File: src/sv/sss_pkg.sv
// Package with the constants, types and control structs of the sorted set statistics block.
`timescale 1ns / 1ps
`default_nettype none

package sss_pkg;

    localparam int MAX_ELEMENTS = 64;
    localparam int DATA_W       = 32;
    localparam int POS_W        = 6;
    localparam int CNT_W        = $clog2(MAX_ELEMENTS + 1);
    localparam int IDX_W        = (MAX_ELEMENTS > 1) ? $clog2(MAX_ELEMENTS) : 1;
    localparam int SUM_W        = DATA_W + IDX_W;
    localparam int STEP_W       = $clog2(SUM_W + 1);

    typedef logic signed [DATA_W-1:0] data_t;
    typedef logic signed [SUM_W-1:0]  sum_t;
    typedef logic [CNT_W-1:0]         cnt_t;
    typedef logic [IDX_W-1:0]         idx_t;
    typedef logic [STEP_W-1:0]        step_t;

    typedef enum logic [1:0] {
        ST_LOAD,
        ST_START,
        ST_SCAN,
        ST_EMIT
    } state_t;

    typedef struct packed {
        logic insert;
        logic start;
        logic scan_step;
        logic emit_shift;
        logic clear;
    } cmd_t;

    typedef struct packed {
        logic scan_done;
        logic div_done;
        logic emit_final;
    } stat_t;

endpackage

`default_nettype wire

File: src/sv/sss_ctrl.sv
// Controller state machine: load, statistics scan and result emission.
`timescale 1ns / 1ps
`default_nettype none

module sss_ctrl
(
    input  wire logic          clk,
    input  wire logic          rst_n,
    input  wire logic          item_valid,
    input  wire logic          last,
    input  wire logic          result_stall,
    input  wire sss_pkg::stat_t stat,
    output sss_pkg::cmd_t      cmd,
    output logic               item_stall,
    output logic               result_valid
);

    sss_pkg::state_t state_reg;
    sss_pkg::state_t state_next;

    always_ff @(posedge clk or negedge rst_n)
    begin
        if (!rst_n)
        begin
            state_reg <= sss_pkg::ST_LOAD;
        end
        else
        begin
            state_reg <= state_next;
        end
    end

    always_comb
    begin
        state_next = state_reg;
        unique case (state_reg)
            sss_pkg::ST_LOAD:
            begin
                if (item_valid && last)
                begin
                    state_next = sss_pkg::ST_START;
                end
            end
            sss_pkg::ST_START:
            begin
                state_next = sss_pkg::ST_SCAN;
            end
            sss_pkg::ST_SCAN:
            begin
                if (stat.scan_done && stat.div_done)
                begin
                    state_next = sss_pkg::ST_EMIT;
                end
            end
            sss_pkg::ST_EMIT:
            begin
                if (!result_stall && stat.emit_final)
                begin
                    state_next = sss_pkg::ST_LOAD;
                end
            end
            default:
            begin
                state_next = sss_pkg::ST_LOAD;
            end
        endcase
    end

    always_comb
    begin
        cmd          = '0;
        item_stall   = 1'b1;
        result_valid = 1'b0;
        unique case (state_reg)
            sss_pkg::ST_LOAD:
            begin
                item_stall = 1'b0;
                cmd.insert = item_valid;
            end
            sss_pkg::ST_START:
            begin
                cmd.start = 1'b1;
            end
            sss_pkg::ST_SCAN:
            begin
                cmd.scan_step = !stat.scan_done;
            end
            sss_pkg::ST_EMIT:
            begin
                result_valid   = 1'b1;
                cmd.emit_shift = !result_stall;
                cmd.clear      = !result_stall && stat.emit_final;
            end
            default:
            begin
                item_stall = 1'b1;
            end
        endcase
    end

endmodule

`default_nettype wire

File: config.mk
export PLATFORM = sky130hd
export DESIGN_NAME = sss_ctrl
export DESIGN_NICKNAME = d
export VERILOG_FILES = /design/src/sv/sss_pkg.sv /design/src/sv/sss_ctrl.sv
export SDC_FILE = /design/constraint.sdc
export NUM_CORES = 1
export LEC_CHECK = 0
export ABC_AREA = 1
export BUFFER_PORTS_ARGS = -buffer_cell sky130_fd_sc_hd__buf_2
export CORE_AREA = 2 2 39 41
export CTS_CLUSTER_DIAMETER = 40
export CTS_CLUSTER_SIZE = 8
export DETAILED_ROUTE_END_ITERATION = 7
export DIE_AREA = 0 0 41 43
export PLACE_DENSITY = 0.46
export SETUP_SLACK_MARGIN = 0.15
export SYNTH_ARGS = -nofsm -noshare
export SYNTH_HDL_FRONTEND = slang
export SYNTH_SLANG_ARGS = --single-unit
export TNS_END_PERCENT = 20
File: constraint.sdc
create_clock -name clk -period 1 [get_ports clk]
set_input_delay 0.2 -clock clk [delete_from_list [all_inputs] [get_ports clk]]
set_output_delay 0.2 -clock clk [all_outputs]
set_load 0.05 [all_outputs]
==> results of run 1 <==
-- area by class of cell --
class / instances / area share
sequential: 2 / 0.0940
timing repair buffer: 21 / 0.333
tap: 16 / 0.0367
clock buffer: 4 / 0.0482
inverter: 8 / 0.0780
multi-input combinational: 23 / 0.411
-- synth_stat cells --
master,instances
nor2_1,3
nand2_1,8
inv_1,8
nand2_2,4
nand4_1,2
nand3_2,1
dfrtp_1,2
ha_1,5
-- power by group through the flow --
| stage | Clock [mW] | Sequential (mW) | Combinational, mW |
|---|---|---|---|
| after global placement | 0 | 0.153 | 1.28 |
| after floorplan | 0 | 0.199 | 0.958 |
| after detailed placement | 0 | 0.153 | 1.29 |
| after global routing | 0.226 | 0.165 | 1.63 |
| final | 0.201 | 0.160 | 1.51 |
| after CTS | 0.216 | 0.160 | 1.48 |
-- worst paths after layout --
kind / start / end / slack [ns] / depth (start not counted)
max: state_reg[1]$_DFFE_PN0P_ / cmd[0] / -0.38 / 5
max reg2reg: state_reg[1]$_DFFE_PN0P_ / state_reg[0]$_DFFE_PN0P_ / -0.20 / 7
max in group asynchronous: rst_n / state_reg[0]$_DFFE_PN0P_ / 0.62 / 2
min in group clk: last / state_reg[1]$_DFFE_PN0P_ / 0.39 / 5
min reg2reg: state_reg[1]$_DFFE_PN0P_ / state_reg[1]$_DFFE_PN0P_ / 0.62 / 3
min: rst_n / state_reg[1]$_DFFE_PN0P_ / 0.28 / 2
-- through the flow --
step	util	area, um^2	total power [mW]	cells
2_1_floorplan	-	308	1.16	33
3_3_place_gp	0.315	435	1.44	68
3_5_place_dp	0.315	435	1.44	68
4_1_cts	0.377	522	1.85	73
5_1_grt	0.394	546	2.02	74
6_report	0.394	546	1.87	74
-- cell families (layout without fill, tap and decap cells) --
| logic type | count (synthesis) | in the layout | synth area share |
|---|---|---|---|
| buf+inv | 8 | 33 | 0.130 |
| simple gates | 18 | 18 | 0.384 |
| fa+ha+maj | 5 | 5 | 0.270 |
| flops | 2 | 2 | 0.216 |
-- repair_timing --
item	CTS	global route
endpoints found under the hold margin	2	0
setup buffers	0	1
pin swaps	4	3
setup endpoints to repair	9	9
gates resized for setup	17	4
hold buffers	1	0
-- layer usage --
layer  track usage  vias up
li1              -      148
met1        0.0677      121
met2         0.109       10
met3        0.0157        0
met4        0.0800        0
met5             0        -
==> flow_summary.toml, run 1 <==
[detailed_routing]
dr.pass1.iters = 2
wl_met2_um = 314
route.vias.total = 279
drt-initial-drc-count = 3
wl_met3_um = 37
top_layer = "met3"
routed_wl_um = 574
ant_nets = 0
routedWlPerCell_um = 7.76
viasPerCell = 3.77
drc = 0
drt-met1-wl_um = 222

[clock_tree]
numCtsBuffers = 3
htree_levels = 1
insertion_delay_ns = 0.23
clock_sinks = 2
tritoncts = "built"
clockRootBuffer = "clkbuf_4"
cts_buffer_depth = 2
clk_pin_slew_ns = 0.04

[floorplanning]
io_pins = 15
initial_core_util = 0.167
dieArea_um2 = 1760
die_y_um = 43
fp.coreArea_um2 = 1380
die_w_um = 41
rows = 14

[final_layout]
seqCellArea_um2 = 51.3
syn_to_final_growth_pct = 136
num_antenna_cells = 0
nFillCells = 140
final_common_cell = "buf_2"
largest_reg_flops = 2
drive_gt1_frac = 0.759
layout_common_cells = "buf_2, nand2_1, nand2_2, buf_6, buf_4"
multi_input_area_um2 = 224
nets = 72

[critical_path]
arrival_ns = 1.18
start_kind = "register"
worstSetupEndpointType = "primary output"
cp.buffers_inverters = 3
path_delay_family = "flip-flops"
critPathKind = "reg2out"
cp_max_fo = 3
cpPeakStageDelay_ns = 0.40
crit_chain = "buf_6 > ha_4 > inv_4 > nor2_4 > buf_8"
crit_path_top_delay_cell = "dfrtp_2"
required_ns = 0.80

[run]
drv_cap = 0

[run_status]
status = "finished, violations left"
violations = "setup timing"

[timing]
fmax_mhz = 723
finalHoldViolCount = 0
max-slew-margin-rel = 0.838
finalClockSkew_ns = 0.00925
period_share = 1.38
worst_slew_pin_slew_ns = 0.245
setup_tns_ns = -2.82
whs_ns = 0.280
drv_slew = 0
period_needed_ns = 1.38
worst_slack_ns = -0.383
setup_viol = 9
rsz0062_at_grt = "true"

[synth]
synth_fp_nets = 46
synthCells = 33
ys_seq_area_frac = 0.216
synth_top_area_frac = 0.270
yosys-top-cells-area = "ha_1, dfrtp_1, inv_1"
syn_area_um2 = 231
syn_area_per_cell_um2 = 7.01
yosysWarnings = 0
ys_ff_latch = 2
synth_top_cell_by_area = "ha_1"
synth_cell_type_count = 8

[power_and_ir_drop]
p_switching_mw = 0.954
p_leak_nw = 0.258
p_clk_frac = 0.108
combinationalPowerShare = 0.807
peakVddDrop_v = 0.00121
p_int_mw = 0.918
switching_share = 0.509
p_per_area_nw_per_um2 = 3430
seq_power_share = 0.085

[global_route]
track_usage = 0.0714
antenna_found_initial = 0
grt_max_degree = 4
overflow = 0
grt_pass1_wl_um = 800
grt_pass1_vias = 230

[placement]
hpwl_um = 461
io_buffers = 14
pre_cts_ws_ns = -0.247
gp_congestion = 0.675

[hold_path]
hold_class = "in2async"
Note: power is estimated with default switching activity, not from simulation.
==> inputs of run 2 (changes only) <==
--- a/config.mk
+++ b/config.mk
@@ -6,7 +6,7 @@
 export NUM_CORES = 1
 export LEC_CHECK = 0
 export ABC_AREA = 1
-export BUFFER_PORTS_ARGS = -buffer_cell sky130_fd_sc_hd__buf_2
+export BUFFER_PORTS_ARGS = -buffer_cell sky130_fd_sc_hd__clkbuf_2
 export CORE_AREA = 2 2 39 41
 export CTS_CLUSTER_DIAMETER = 40
 export CTS_CLUSTER_SIZE = 8
==> flow_summary.toml, run 2 (synthesis gave the netlist of run 1 again) <==
[floorplanning]
fp.coreArea_um2 = 1380
die_w_um = 41
dieArea_um2 = 1760
initial_core_util = 0.167
io_pins = 15
rows = 14
die_y_um = 43

[clock_tree]
htree_levels = 1
clk_pin_slew_ns = 0.04
tritoncts = "built"
insertion_delay_ns = 0.23
numCtsBuffers = 3
cts_setup_buffers = 0
cts_buffer_depth = 2
clock_sinks = 2
clockRootBuffer = "clkbuf_4"

[global_route]
overflow = 0
grt_pass1_wl_um = 1040
track_usage = 0.0915
grt_max_degree = 4
grt_pass1_vias = 301
antenna_found_initial = 0

[critical_path]
critPathKind = "reg2out"
arrival_ns = 1.18
worstSetupEndpointType = "primary output"
cpPeakStageDelay_ns = 0.42
crit_path_top_delay_cell = "dfrtp_2"
r2r-start = "state_reg[1]$_DFFE_PN0P_"
crit_path_start = "state_reg[1]$_DFFE_PN0P_"
cp_common_cell = "buf_6"
start_kind = "register"
required_ns = 0.80
crit_chain = "buf_6 > ha_4 > buf_6 > buf_12"
cp_max_fo = 3

[timing]
drv_slew = 0
worst_slew_pin_slew_ns = 0.111
rsz0062_at_grt = "true"
finalHoldViolCount = 0
period_needed_ns = 1.38
whs_ns = 0.293
worst_slack_ns = -0.383
fmax_mhz = 723
setup_viol = 9
max-slew-margin-rel = 0.926
finalClockSkew_ns = 0.00997
period_share = 1.38

[placement]
hpwl_um = 470
gp_congestion = 0.673
pre_cts_ws_ns = -0.247
io_buffers = 14
place_area_um2 = 495

[final_layout]
syn_to_final_growth_pct = 162
num_antenna_cells = 0
nets = 75
fin_util = 0.439
largest_reg_flops = 2
layout_common_cells = "nand2_1, clkbuf_2, buf_4"
finalInstanceArea_um2 = 607
nFillCells = 149
drive_gt1_frac = 0.754

[power_and_ir_drop]
p_per_area_nw_per_um2 = 3490
p_leak_nw = 0.284
seq_power_share = 0.078
p_clk_frac = 0.094
combinationalPowerShare = 0.828
switching_share = 0.474
p_switching_mw = 1.00
finalPower_mw = 2.12
p_int_mw = 1.11
peakVddDrop_v = 0.00145

[detailed_routing]
drc = 0
routedWlPerCell_um = 7.74
drt-initial-drc-count = 2
viasPerCell = 3.75
ant_nets = 0
route.vias.total = 289
routed_wl_um = 596
dr.pass1.iters = 3

[hold_path]
hold_class = "in2async"

[run_status]
violations = "setup timing"
status = "finished, violations left"

[run]
drv_cap = 0
-- run 2: cell count changes in the layout (fill, tap and decap cells not counted), sizes merged --
cell / delta
clkbuf: +7
buf: -4
-- run 2: power groups by stage --
stage	Sequential, mW	Clock, mW	Combinational [mW]
global route	0.173	0.220	1.89
global placement	0.157	0	1.53
detailed placement	0.159	0	1.53
finish	0.165	0.199	1.75
floorplan	0.199	0	0.958
CTS	0.166	0.212	1.72
-- run 2: per-stage QoR --
stage,TNS (ns),std cells
4_1_cts,-3.18,77
3_3_place_gp,-1.75,72
5_1_grt,-3.47,77
6_report,-3.01,77
3_5_place_dp,-1.84,72
2_1_floorplan,-1.22,33
-- run 2: cell type report --
| cell class | instances | area (um^2) | share of cell area |
|---|---|---|---|
| multi-input combinational | 23 | 231 | 0.381 |
| sequential | 2 | 51.3 | 0.0845 |
| clock buffer | 4 | 26.3 | 0.0433 |
| tap | 16 | 20.0 | 0.0330 |
| inverter | 8 | 42.5 | 0.0701 |
| timing repair buffer | 24 | 235 | 0.388 |
-- run 2: worst max-delay path, delay by kind of cell, from the launching register on --
family / cells / cell delay, ns
buf+inv: 3 / 0.36
fa+ha+maj: 1 / 0.17
flops: 1 / 0.42
-- run 2: path summary, 6_finish.rpt --
| kind | endpoint | slack [ns] | depth (start not counted) |
|---|---|---|---|
| worst max-delay path | result_valid | -0.38 | 4 |
| worst min-delay path | state_reg[1]$_DFFE_PN0P_ | 0.29 | 2 |
| worst max register to register | state_reg[0]$_DFFE_PN0P_ | -0.24 | 7 |
| worst min register to register | state_reg[0]$_DFFE_PN0P_ | 0.64 | 3 |
| max in group asynchronous | state_reg[0]$_DFFE_PN0P_ | 0.60 | 2 |
| min in group clk | state_reg[1]$_DFFE_PN0P_ | 0.37 | 5 |
-- run 2: timing repair --
action	4_1_cts	5_1_grt
endpoints found under the hold margin	2	0
setup endpoints to repair	9	9
gates resized for setup	16	5
hold buffers	1	0
pin swaps	1	1
-- run 2: routing by layer --
metal	track usage	routed length (um)	up-vias	share of wire
met4	0.0600	0	0	0
met5	0	0	-	0
met1	0.0806	225	125	0.38
li1	-	-	154	-
met3	0.0471	39	0	0.065
met2	0.150	332	10	0.56
==> inputs of run 3 (changes only) <==
--- a/config.mk
+++ b/config.mk
@@ -14,6 +14,7 @@
 export DIE_AREA = 0 0 41 43
 export PLACE_DENSITY = 0.46
 export SETUP_SLACK_MARGIN = 0.15
+export SKIP_LAST_GASP = 1
 export SYNTH_ARGS = -nofsm -noshare
 export SYNTH_HDL_FRONTEND = slang
 export SYNTH_SLANG_ARGS = --single-unit
==> constraint.sdc (replaced) <==
create_clock -name clk -period 1 [get_ports clk]
set_input_delay 0.2 -clock clk [delete_from_list [all_inputs] [get_ports clk]]
set_output_delay 0.2 -clock clk [all_outputs]
set_load 0.02 [all_outputs]
==> flow_summary.toml, run 3 (synthesis gave the netlist of run 1 again) <==
[run_status]
status = "finished, violations left"
violations = "setup timing"

[hold_path]
hold_class = "in2async"

[critical_path]
cp_max_fo = 4
r2r-start = "state_reg[0]$_DFFE_PN0P_"
required_ns = 0.80
critPathKind = "reg2out"
reg2reg_to = "state_reg[0]$_DFFE_PN0P_"
arrival_ns = 1.15
r2r_slack_ns = -0.27
reg2reg_depth = 8
crit_path_start = "state_reg[1]$_DFFE_PN0P_"
worstSetupEndpointType = "primary output"
worstSetupEndpoint = "cmd[4]"
start_kind = "register"

[timing]
period_share = 1.35
finalClockSkew_ns = 0.00734
rsz0062_at_grt = "true"
worst_slew_pin_slew_ns = 0.171
period_needed_ns = 1.35
setup_viol = 9
finalHoldViolCount = 0
worst_slack_ns = -0.351
max-slew-margin-rel = 0.886
whs_ns = 0.288
fmax_mhz = 740
drv_slew = 0

[global_route]
grt_pass1_wl_um = 828
antenna_found_initial = 0
grt_max_degree = 5
overflow = 0
track_usage = 0.0763
grt_pass1_vias = 247

[power_and_ir_drop]
p_per_area_nw_per_um2 = 3010
peakVddDrop_v = 0.000995
p_leak_nw = 0.256

[detailed_routing]
wl_met2_um = 302
routedWlPerCell_um = 7.78
routed_wl_um = 568
dr.pass1.iters = 1
route.vias.total = 268
ant_nets = 0
viasPerCell = 3.67
top_layer = "met3"
drt-met1-wl_um = 214
drt-initial-drc-count = 0
wl_met3_um = 51
drc = 0

[final_layout]
finalNonFillerCells = 73
drive_gt1_frac = 0.719
syn_to_final_growth_pct = 119
final_common_cell = "clkbuf_2"
layout_common_cells = "clkbuf_2, nand2_1, nand2_2"
num_antenna_cells = 0
nFillCells = 154
nets = 71
largest_reg_flops = 2

[clock_tree]
numCtsBuffers = 3
clockRootBuffer = "clkbuf_4"
tritoncts = "built"
insertion_delay_ns = 0.23
clock_sinks = 2
htree_levels = 1
clk_pin_slew_ns = 0.04
cts_buffer_depth = 2

[floorplanning]
fp.coreArea_um2 = 1380
dieArea_um2 = 1760
io_pins = 15
initial_core_util = 0.167
rows = 14
die_w_um = 41
die_y_um = 43

[placement]
gp_congestion = 0.638
hpwl_um = 454
placedCellCount = 66
io_buffers = 14

[run]
drv_cap = 0
[run 3: how the worst min path moves through the flow]
stage	from	end	slack (ns)	cells after the start
6_report	rst_n	state_reg[1]$_DFFE_PN0P_	0.29	2
5_1_grt	rst_n	state_reg[1]$_DFFE_PN0P_	0.29	2
4_1_cts	rst_n	state_reg[1]$_DFFE_PN0P_	0.29	2
3_5_place_dp	rst_n	state_reg[0]$_DFFE_PN0P_	-0.01	1
3_3_place_gp	rst_n	state_reg[0]$_DFFE_PN0P_	-0.01	1
2_1_floorplan	rst_n	state_reg[0]$_DFFE_PN0P_	-0.1	0
[run 3: repair_timing]
| item | in CTS | in global routing |
|---|---|---|
| setup buffers | 2 | 0 |
| pin swaps | 2 | 2 |
| cloned | 0 | 0 |
| setup endpoints to repair | 9 | 9 |
| endpoints found under the hold margin | 2 | 0 |
| hold buffers | 1 | 0 |
| gates resized for setup | 10 | 3 |
[run 3: worst max-delay path, stage by stage, from the launching register on]
cell,delay [ns]
dfrtp_2,0.46
inv_4,0.09
ha_4,0.15
nand2_2,0.05
inv_2,0.04
clkbuf_8,0.13
[run 3: final cells by class]
class / count / area [um^2] / area share
Clock buffer: 4 / 26.3 / 0.0517
Inverter: 8 / 35.0 / 0.0690
Multi-Input combinational cell: 23 / 226 / 0.446
Sequential cell: 2 / 51.3 / 0.101
Tap cell: 16 / 20.0 / 0.0394
Timing Repair Buffer: 20 / 149 / 0.293
[run 3: through the flow]
step           utilization  setup slack, ns  setup TNS, ns  power, mW  instance area (um^2)
6_report             0.367           -0.351          -2.71       1.53                   508
3_5_place_dp         0.286           -0.182          -1.13       1.09                   395
5_1_grt              0.367           -0.419          -3.25       1.69                   508
3_3_place_gp         0.286           -0.162          -1.05       1.09                   395
2_1_floorplan            -          -0.0655         -0.343      0.818                   283
4_1_cts              0.363           -0.366          -2.81       1.53                   502
[run 3: power by group]
group | total, mW | internal, mW | switching [mW]
Combinational | 1.12 | 0.552 | 0.570
Sequential | 0.209 | 0.131 | 0.0780
Clock | 0.200 | 0.149 | 0.0515
Total | 1.53 | 0.831 | 0.700
[run 3: routing by layer]
metal,up-vias,GRT usage
li1,145,-
met1,111,0.0707
met2,12,0.113
met3,0,0.0314
met4,0,0.0800
met5,-,0
